File: src/rtl/wstfd_pkg.sv
`timescale 1ns / 1ps
// ----------------------------------------------------------------------------
// wstfd_pkg
// Shared types and constants for the WebSocket text frame decoder.
// ----------------------------------------------------------------------------
package wstfd_pkg;

   localparam logic [7:0] FRAME_OPENER = 8'h00;
   localparam logic [7:0] FRAME_CLOSER = 8'hFF;

   // UTF-8 lead byte boundaries
   localparam logic [7:0] LEAD_ASCII_END = 8'h80;
   localparam logic [7:0] LEAD_TWO_START = 8'hC2;
   localparam logic [7:0] LEAD_THREE_START = 8'hE0;
   localparam logic [7:0] LEAD_FOUR_START = 8'hF0;
   localparam logic [7:0] LEAD_FOUR_END = 8'hF5;

   // smallest code point per sequence length, surrogate window, upper limit
   localparam logic [20:0] CP_MIN_TWO = 21'h00080;
   localparam logic [20:0] CP_MIN_THREE = 21'h00800;
   localparam logic [20:0] CP_MIN_FOUR = 21'h10000;
   localparam logic [20:0] CP_SURR_LO = 21'h0D800;
   localparam logic [20:0] CP_SURR_HI = 21'h0DFFF;
   localparam logic [20:0] CP_MAX = 21'h10FFFF;

   localparam logic [1:0] SEQ_TWO = 2'd1;
   localparam logic [1:0] SEQ_THREE = 2'd2;
   localparam logic [1:0] SEQ_FOUR = 2'd3;

   typedef struct packed {
      logic       valid;
      logic [7:0] out_byte;
      logic       is_error;
   } result_type;

endpackage

File: src/rtl/websocket_text_frame_decoder_core.sv
`timescale 1ns / 1ps
// ----------------------------------------------------------------------------
// websocket_text_frame_decoder_core
// Decodes the text frames of a client byte stream into code point bytes.
// ----------------------------------------------------------------------------
// Input channel (req_): one raw client byte per transaction. Bytes outside a
// frame are dropped; 0x00 opens a frame and 0xFF closes it. Inside a frame
// UTF-8 is decoded and each complete code point gives one transaction on
// the result channel (rsp_) carrying its low 8 bits. A malformed sequence
// gives one transaction with rsp_is_error high and rsp_out_byte zero; from
// then on every byte is swallowed until reset.
// Throughput: one byte per clock while the result channel is not stalled.
// A byte accepted into the input register feeds the decode logic, and its
// result is loaded into the result register behind it to show on rsp_valid.
// Bytes that complete nothing produce no transaction.
// Reset (synchronous) empties both registers and returns to waiting for an
// opener. While rsp_stall is high the held result stays put; one more byte
// is held in the input register and req_stall then rises.
// ----------------------------------------------------------------------------
module websocket_text_frame_decoder_core (
   input  logic       clock,
   input  logic       reset,
   input  logic       req_valid,
   output logic       req_stall,
   input  logic [7:0] req_in_byte,
   output logic       rsp_valid,
   input  logic       rsp_stall,
   output logic [7:0] rsp_out_byte,
   output logic       rsp_is_error
);
   import wstfd_pkg::*;

   logic       byte_valid;
   logic [7:0] byte_data;
   logic       advance;
   result_type result;

   assign advance = byte_valid && (!rsp_valid || !rsp_stall);

   wstfd_in_reg u_in_reg (
      .clock       (clock),
      .reset       (reset),
      .req_valid   (req_valid),
      .req_stall   (req_stall),
      .req_in_byte (req_in_byte),
      .advance     (advance),
      .byte_valid  (byte_valid),
      .byte_data   (byte_data)
   );

   wstfd_decode u_decode (
      .clock     (clock),
      .reset     (reset),
      .advance   (advance),
      .byte_data (byte_data),
      .result    (result)
   );

   wstfd_out_reg u_out_reg (
      .clock        (clock),
      .reset        (reset),
      .advance      (advance),
      .result       (result),
      .rsp_valid    (rsp_valid),
      .rsp_stall    (rsp_stall),
      .rsp_out_byte (rsp_out_byte),
      .rsp_is_error (rsp_is_error)
   );
endmodule

File: src/rtl/wstfd_in_reg.sv
`timescale 1ns / 1ps
// ----------------------------------------------------------------------------
// wstfd_in_reg
// Input register: holds one received byte until the decoder consumes it.
// ----------------------------------------------------------------------------
module wstfd_in_reg (
   input  logic       clock,
   input  logic       reset,
   input  logic       req_valid,
   output logic       req_stall,
   input  logic [7:0] req_in_byte,
   input  logic       advance,
   output logic       byte_valid,
   output logic [7:0] byte_data
);
   logic       valid_ff, valid_in;
   logic [7:0] byte_ff, byte_in;
   logic       load;

   assign load      = !valid_ff || advance;
   assign req_stall = !load;
   assign valid_in  = load ? req_valid : valid_ff;
   assign byte_in   = (load && req_valid) ? req_in_byte : byte_ff;

   always_ff @(posedge clock) begin
      if (reset) begin
         valid_ff <= 1'b0;
      end else begin
         valid_ff <= valid_in;
      end
      byte_ff <= byte_in;
   end

   assign byte_valid = valid_ff;
   assign byte_data  = byte_ff;
endmodule

File: src/rtl/wstfd_decode.sv
`timescale 1ns / 1ps
// ----------------------------------------------------------------------------
// wstfd_decode
// Frame tracking and UTF-8 decode state; one byte per advance.
// ----------------------------------------------------------------------------
module wstfd_decode (
   input  logic                   clock,
   input  logic                   reset,
   input  logic                   advance,
   input  logic [7:0]             byte_data,
   output wstfd_pkg::result_type  result
);
   import wstfd_pkg::*;

   logic        in_frame_ff, in_frame_in;
   logic [1:0]  bytes_left_ff, bytes_left_in;
   logic [1:0]  seq_len_ff, seq_len_in;
   logic [20:0] acc_ff, acc_in;
   logic        failed_ff, failed_in;
   logic [20:0] acc_shift;
   logic [20:0] cp_min;
   logic        cp_ok;
   logic        err;

   assign acc_shift = {acc_ff[14:0], byte_data[5:0]};

   always_comb begin
      case (seq_len_ff)
         SEQ_TWO:   cp_min = CP_MIN_TWO;
         SEQ_THREE: cp_min = CP_MIN_THREE;
         default:   cp_min = CP_MIN_FOUR;
      endcase
   end

   assign cp_ok = (acc_shift >= cp_min)
                  && !((acc_shift >= CP_SURR_LO) && (acc_shift <= CP_SURR_HI))
                  && (acc_shift <= CP_MAX);

   always_comb begin
      in_frame_in   = in_frame_ff;
      bytes_left_in = bytes_left_ff;
      seq_len_in    = seq_len_ff;
      acc_in        = acc_ff;
      failed_in     = failed_ff;
      result.valid    = 1'b0;
      result.out_byte = byte_data;
      result.is_error = 1'b0;
      err = 1'b0;

      if (failed_ff) begin
         // silent until reset
      end else if (!in_frame_ff) begin
         if (byte_data == FRAME_OPENER) begin
            in_frame_in = 1'b1;
         end
      end else if (bytes_left_ff == 2'd0) begin
         if (byte_data == FRAME_CLOSER) begin
            in_frame_in = 1'b0;
         end else if (byte_data < LEAD_ASCII_END) begin
            result.valid = 1'b1;
         end else if (byte_data < LEAD_TWO_START) begin
            err = 1'b1;
         end else if (byte_data < LEAD_THREE_START) begin
            bytes_left_in = SEQ_TWO;
            seq_len_in    = SEQ_TWO;
            acc_in        = {16'd0, byte_data[4:0]};
         end else if (byte_data < LEAD_FOUR_START) begin
            bytes_left_in = SEQ_THREE;
            seq_len_in    = SEQ_THREE;
            acc_in        = {17'd0, byte_data[3:0]};
         end else if (byte_data < LEAD_FOUR_END) begin
            bytes_left_in = SEQ_FOUR;
            seq_len_in    = SEQ_FOUR;
            acc_in        = {18'd0, byte_data[2:0]};
         end else begin
            err = 1'b1;
         end
      end else if (byte_data[7:6] != 2'b10) begin
         err = 1'b1;
      end else begin
         acc_in        = acc_shift;
         bytes_left_in = bytes_left_ff - 2'd1;
         if (bytes_left_ff == 2'd1) begin
            if (!cp_ok) begin
               err = 1'b1;
            end else begin
               result.valid    = 1'b1;
               result.out_byte = acc_shift[7:0];
               acc_in          = 21'd0;
               seq_len_in      = 2'd0;
            end
         end
      end

      if (err) begin
         failed_in       = 1'b1;
         in_frame_in     = 1'b0;
         bytes_left_in   = 2'd0;
         seq_len_in      = 2'd0;
         acc_in          = 21'd0;
         result.valid    = 1'b1;
         result.out_byte = 8'd0;
         result.is_error = 1'b1;
      end
   end

   always_ff @(posedge clock) begin
      if (reset) begin
         in_frame_ff   <= 1'b0;
         bytes_left_ff <= 2'd0;
         seq_len_ff    <= 2'd0;
         acc_ff        <= 21'd0;
         failed_ff     <= 1'b0;
      end else if (advance) begin
         in_frame_ff   <= in_frame_in;
         bytes_left_ff <= bytes_left_in;
         seq_len_ff    <= seq_len_in;
         acc_ff        <= acc_in;
         failed_ff     <= failed_in;
      end
   end

   a_failed_silent: assert property (@(posedge clock) disable iff (reset)
      failed_ff |-> !result.valid)
      else $error("result produced after error");

   a_failed_sticky: assert property (@(posedge clock) disable iff (reset)
      failed_ff |=> failed_ff)
      else $error("error flag cleared without reset");

   a_error_sets_failed: assert property (@(posedge clock) disable iff (reset)
      (advance && result.valid && result.is_error) |=> failed_ff)
      else $error("error result without sticky flag");

   a_seq_in_frame: assert property (@(posedge clock) disable iff (reset)
      (bytes_left_ff != 2'd0) |-> (in_frame_ff && !failed_ff
         && (seq_len_ff >= bytes_left_ff)))
      else $error("sequence state outside a frame");
endmodule

File: src/rtl/wstfd_out_reg.sv
`timescale 1ns / 1ps
// ----------------------------------------------------------------------------
// wstfd_out_reg
// Result register: holds a decoded transaction until the receiver takes it.
// ----------------------------------------------------------------------------
module wstfd_out_reg (
   input  logic                  clock,
   input  logic                  reset,
   input  logic                  advance,
   input  wstfd_pkg::result_type result,
   output logic                  rsp_valid,
   input  logic                  rsp_stall,
   output logic [7:0]            rsp_out_byte,
   output logic                  rsp_is_error
);
   import wstfd_pkg::*;

   logic       valid_ff, valid_in;
   logic [7:0] byte_ff, byte_in;
   logic       error_ff, error_in;
   logic       load;

   assign load     = advance && result.valid;
   // advance implies any held result has been taken
   assign valid_in = advance ? result.valid : (valid_ff && rsp_stall);
   assign byte_in  = load ? result.out_byte : byte_ff;
   assign error_in = load ? result.is_error : error_ff;

   always_ff @(posedge clock) begin
      if (reset) begin
         valid_ff <= 1'b0;
      end else begin
         valid_ff <= valid_in;
      end
      byte_ff  <= byte_in;
      error_ff <= error_in;
   end

   assign rsp_valid    = valid_ff;
   assign rsp_out_byte = byte_ff;
   assign rsp_is_error = error_ff;
endmodule
File: config.mk
export PLATFORM = sky130hd
export DESIGN_NAME = websocket_text_frame_decoder_core
export DESIGN_NICKNAME = d
export VERILOG_FILES = /design/src/rtl/wstfd_pkg.sv /design/src/rtl/websocket_text_frame_decoder_core.sv /design/src/rtl/wstfd_in_reg.sv /design/src/rtl/wstfd_decode.sv /design/src/rtl/wstfd_out_reg.sv
export SDC_FILE = /design/constraint.sdc
export NUM_CORES = 1
export LEC_CHECK = 0
export BUFFER_PORTS_ARGS = -buffer_cell sky130_fd_sc_hd__clkbuf_2
export CAP_MARGIN = 20
export CORE_ASPECT_RATIO = 1.2
export CORE_MARGIN = 2
export CORE_UTILIZATION = 55
export DETAILED_ROUTE_END_ITERATION = 6
export GPL_TIMING_DRIVEN = 0
export PLACE_DENSITY = 0.79
export SYNTH_ARGS = -nofsm -noshare
export SYNTH_HDL_FRONTEND = slang
export SYNTH_SLANG_ARGS = --single-unit
export TNS_END_PERCENT = 20
File: constraint.sdc
create_clock -name clock -period 3.2 [get_ports clock]
set_input_delay 0.48 -clock clock [delete_from_list [all_inputs] [get_ports clock]]
set_output_delay 0.48 -clock clock [all_outputs]
set_load 0.01 [all_outputs]
==> impl_metrics.json <==
{
  "synth-main-ff-cell": "dfxtp_1",
  "max_cap_violations": 0,
  "slew_headroom_pct": 46.7,
  "cts_root_buffer": "clkbuf_8",
  "diodes": 0,
  "hold_violations": 0,
  "grt_antenna_before_repair": 0,
  "grt.met3_usage_pct": 5.67,
  "route.detailed.drc": 0,
  "max_freq_mhz": 343,
  "clock_tree.buffer_depth": 2,
  "ant_nets": 0,
  "holdWs_ps": 350,
  "yosysWarnings": 0,
  "final.period_utilization_pct": 91.2,
  "cts_setup_buffers": 0,
  "gp_congestion": 0.940,
  "coreArea_sq_um": 3310,
  "totalWireLength_mm": 4.00,
  "max_slew.worst_pin.slew_ps": 797,
  "syn_avg_cell_area_sq_um": 10.8,
  "grt_pass1_vias": 1488,
  "rsz0062_at_grt": "no",
  "drt_iter0_drc": 52,
  "drive_above_1_share_pct": 25.5,
  "wl_per_cell_um": 16.6,
  "cts-htree-levels": 2,
  "ir_drop_v": 0.000446,
  "die_w_um": 57.5,
  "grt.total_usage_pct": 23.5,
  "status": "completed",
  "grt_use_met1_pct": 24.5,
  "cts_made_buffers": 5,
  "syn_inst": 174,
  "clk_latency_ps": 300,
  "nNetsFinal": 220,
  "grt_pass1_wl_mm": 6.82,
  "dieArea_sq_um": 3920,
  "ctsHoldBuffers": 0,
  "synth_seq_cells": 40,
  "synth_edf_count": 17,
  "critPathRequiredTime_ps": 3130,
  "io_buffer_count": 22,
  "grt_busiest_layer": "met2",
  "overflow": 0,
  "path_clk_slew_ps": 80,
  "finalCoreUtilization_pct": 65.1,
  "async_reset_ff_share_pct": 0,
  "min_period_ps": 2920,
  "holdCritPathClass": "in -> reg",
  "setup_viol": 0,
  "avgViaCountPerCell": 6.29,
  "place_hpwl_mm": 3.00,
  "cts-resized-gates": 0,
  "cp-start-kind": "flop",
  "clkSinkCount": 40,
  "mostFrequentLayoutCells": "dfxtp_1, clkbuf_2, edfxtp_1",
  "synth-seq-area-share_pct": 51.5,
  "cp.arrival_ps": 2850,
  "p_per_area_nw_per_um2": 456,
  "skew_ps": 4.97,
  "ios": 23,
  "start_util_pct": 57.0,
  "synth_nets": 191,
  "crit_fanout": 9,
  "rows": 23,
  "grt_start_max_net_pins": 15,
  "use_met2_pct": 43.6,
  "fillCellCount": 264,
  "fin_setup_tns_ps": 0,
  "slew_violations": 0,
  "p_leak_nw": 0.803,
  "ys_types": 47,
  "die_y_um": 68.2,
  "mostFrequentLayoutCell": "dfxtp_1",
  "end_kind": "flop",
  "syn_area_sq_um": 1890,
  "tritoncts": "yes",
  "drtPass1Iterations": 4,
  "area_delta_synth_final_pct": 14.1,
  "path_class": "reg -> reg",
  "routed-via-count": 1516
}
## synthesized netlist by cell type (all sizes together) (5+ instances only)
cell type / count / area share (%)
ha: 5 / 3.3
nor2b: 6 / 2.0
edfxtp: 17 / 27
a21oi: 5 / 1.5
and2: 5 / 2.0
dfxtp: 23 / 24
a22o: 13 / 6.2
nor2: 13 / 2.6
inv: 7 / 1.5
o21ai: 9 / 2.6
nand3: 5 / 1.3
nand2: 13 / 3.0
## routing by layer
layer / wire (um) / share of wire, %
met1: 1600 / 40
met2: 2100 / 52
met3: 193 / 4.8
met4: 106 / 2.7
met5: 0 / 0
## critical path: stages (launching register included)
cell and delay [ps]:
dfxtp_1 360, inv_1 50, ha_1 280, inv_1 40, ha_1 300, and4b_1 190
nand4_1 90, o211a_1 260, o21ai_0 200, a22oi_1 120, nor2_1 650
## report_power, final
part	internal (mW)	switching (mW)
clock	0.203	0.190
sequential	0.539	0.0101
combinational	0.0162	0.0227
## final timing paths
check,start,to,slack [ps],cells past startpoint
setup / recovery,u_decode.seq_len_ff[0]$_SDFFE_PP0P_,u_out_reg.rsp_out_byte[6]$_SDFFCE_PN0P_,280,10
setup reg to reg,u_decode.seq_len_ff[0]$_SDFFE_PP0P_,u_out_reg.rsp_out_byte[6]$_SDFFCE_PN0P_,280,10
hold / removal,req_in_byte[7],u_in_reg.byte_data[7]$_DFFE_PP_,350,1
hold reg to reg,u_decode.seq_len_ff[0]$_SDFFE_PP0P_,u_decode.seq_len_ff[0]$_SDFFE_PP0P_,490,2
## flip-flops by register name, indices dropped and copies added, names as in the netlist
signal	count
u_decode.bytes_left_ff	2
u_out_reg.rsp_is_error	1
u_in_reg.byte_data	8
u_decode.acc_ff	15
u_decode.failed_ff	1
u_in_reg.byte_valid	1
u_decode.seq_len_ff	2
u_decode.in_frame_ff	1
u_out_reg.rsp_out_byte	8
u_out_reg.rsp_valid	1
## stage by stage
| stage | instances | total power [mW] | worst slack, ps | cell area (sq um) |
|---|---|---|---|---|
| floorplan | 174 | 0.582 | 689 | 1890 |
| global placement | 233 | 0.597 | 397 | 2040 |
| detailed placement | 233 | 0.599 | 290 | 2040 |
| CTS | 241 | 0.986 | 261 | 2150 |
| global route | 241 | 1.01 | 69.0 | 2150 |
| finish | 241 | 0.982 | 282 | 2150 |
## kinds of logic (layout without fill, tap and decap cells)
group / after synthesis / in the layout / synth area share (%)
DFF: 40 / 40 / 51.5
adders and majority gates: 5 / 5 / 3.32
and+or+nand+nor: 68 / 68 / 21.6
AOI/OAI and AO/OA: 48 / 48 / 20.8
buffers and inverters: 13 / 43 / 2.92
## final cells by class
type	count	area [sq um]	area share, %
sequential	40	971	45.1
multi-input combinational	121	861	40.0
inverter	7	28.8	1.34
buffer	6	26.3	1.22
clock inverter	2	16.3	0.755
clock buffer	6	93.8	4.36
timing repair buffer	22	110	5.11
tap	37	46.3	2.15
Note: power is estimated with default switching activity, not from simulation.
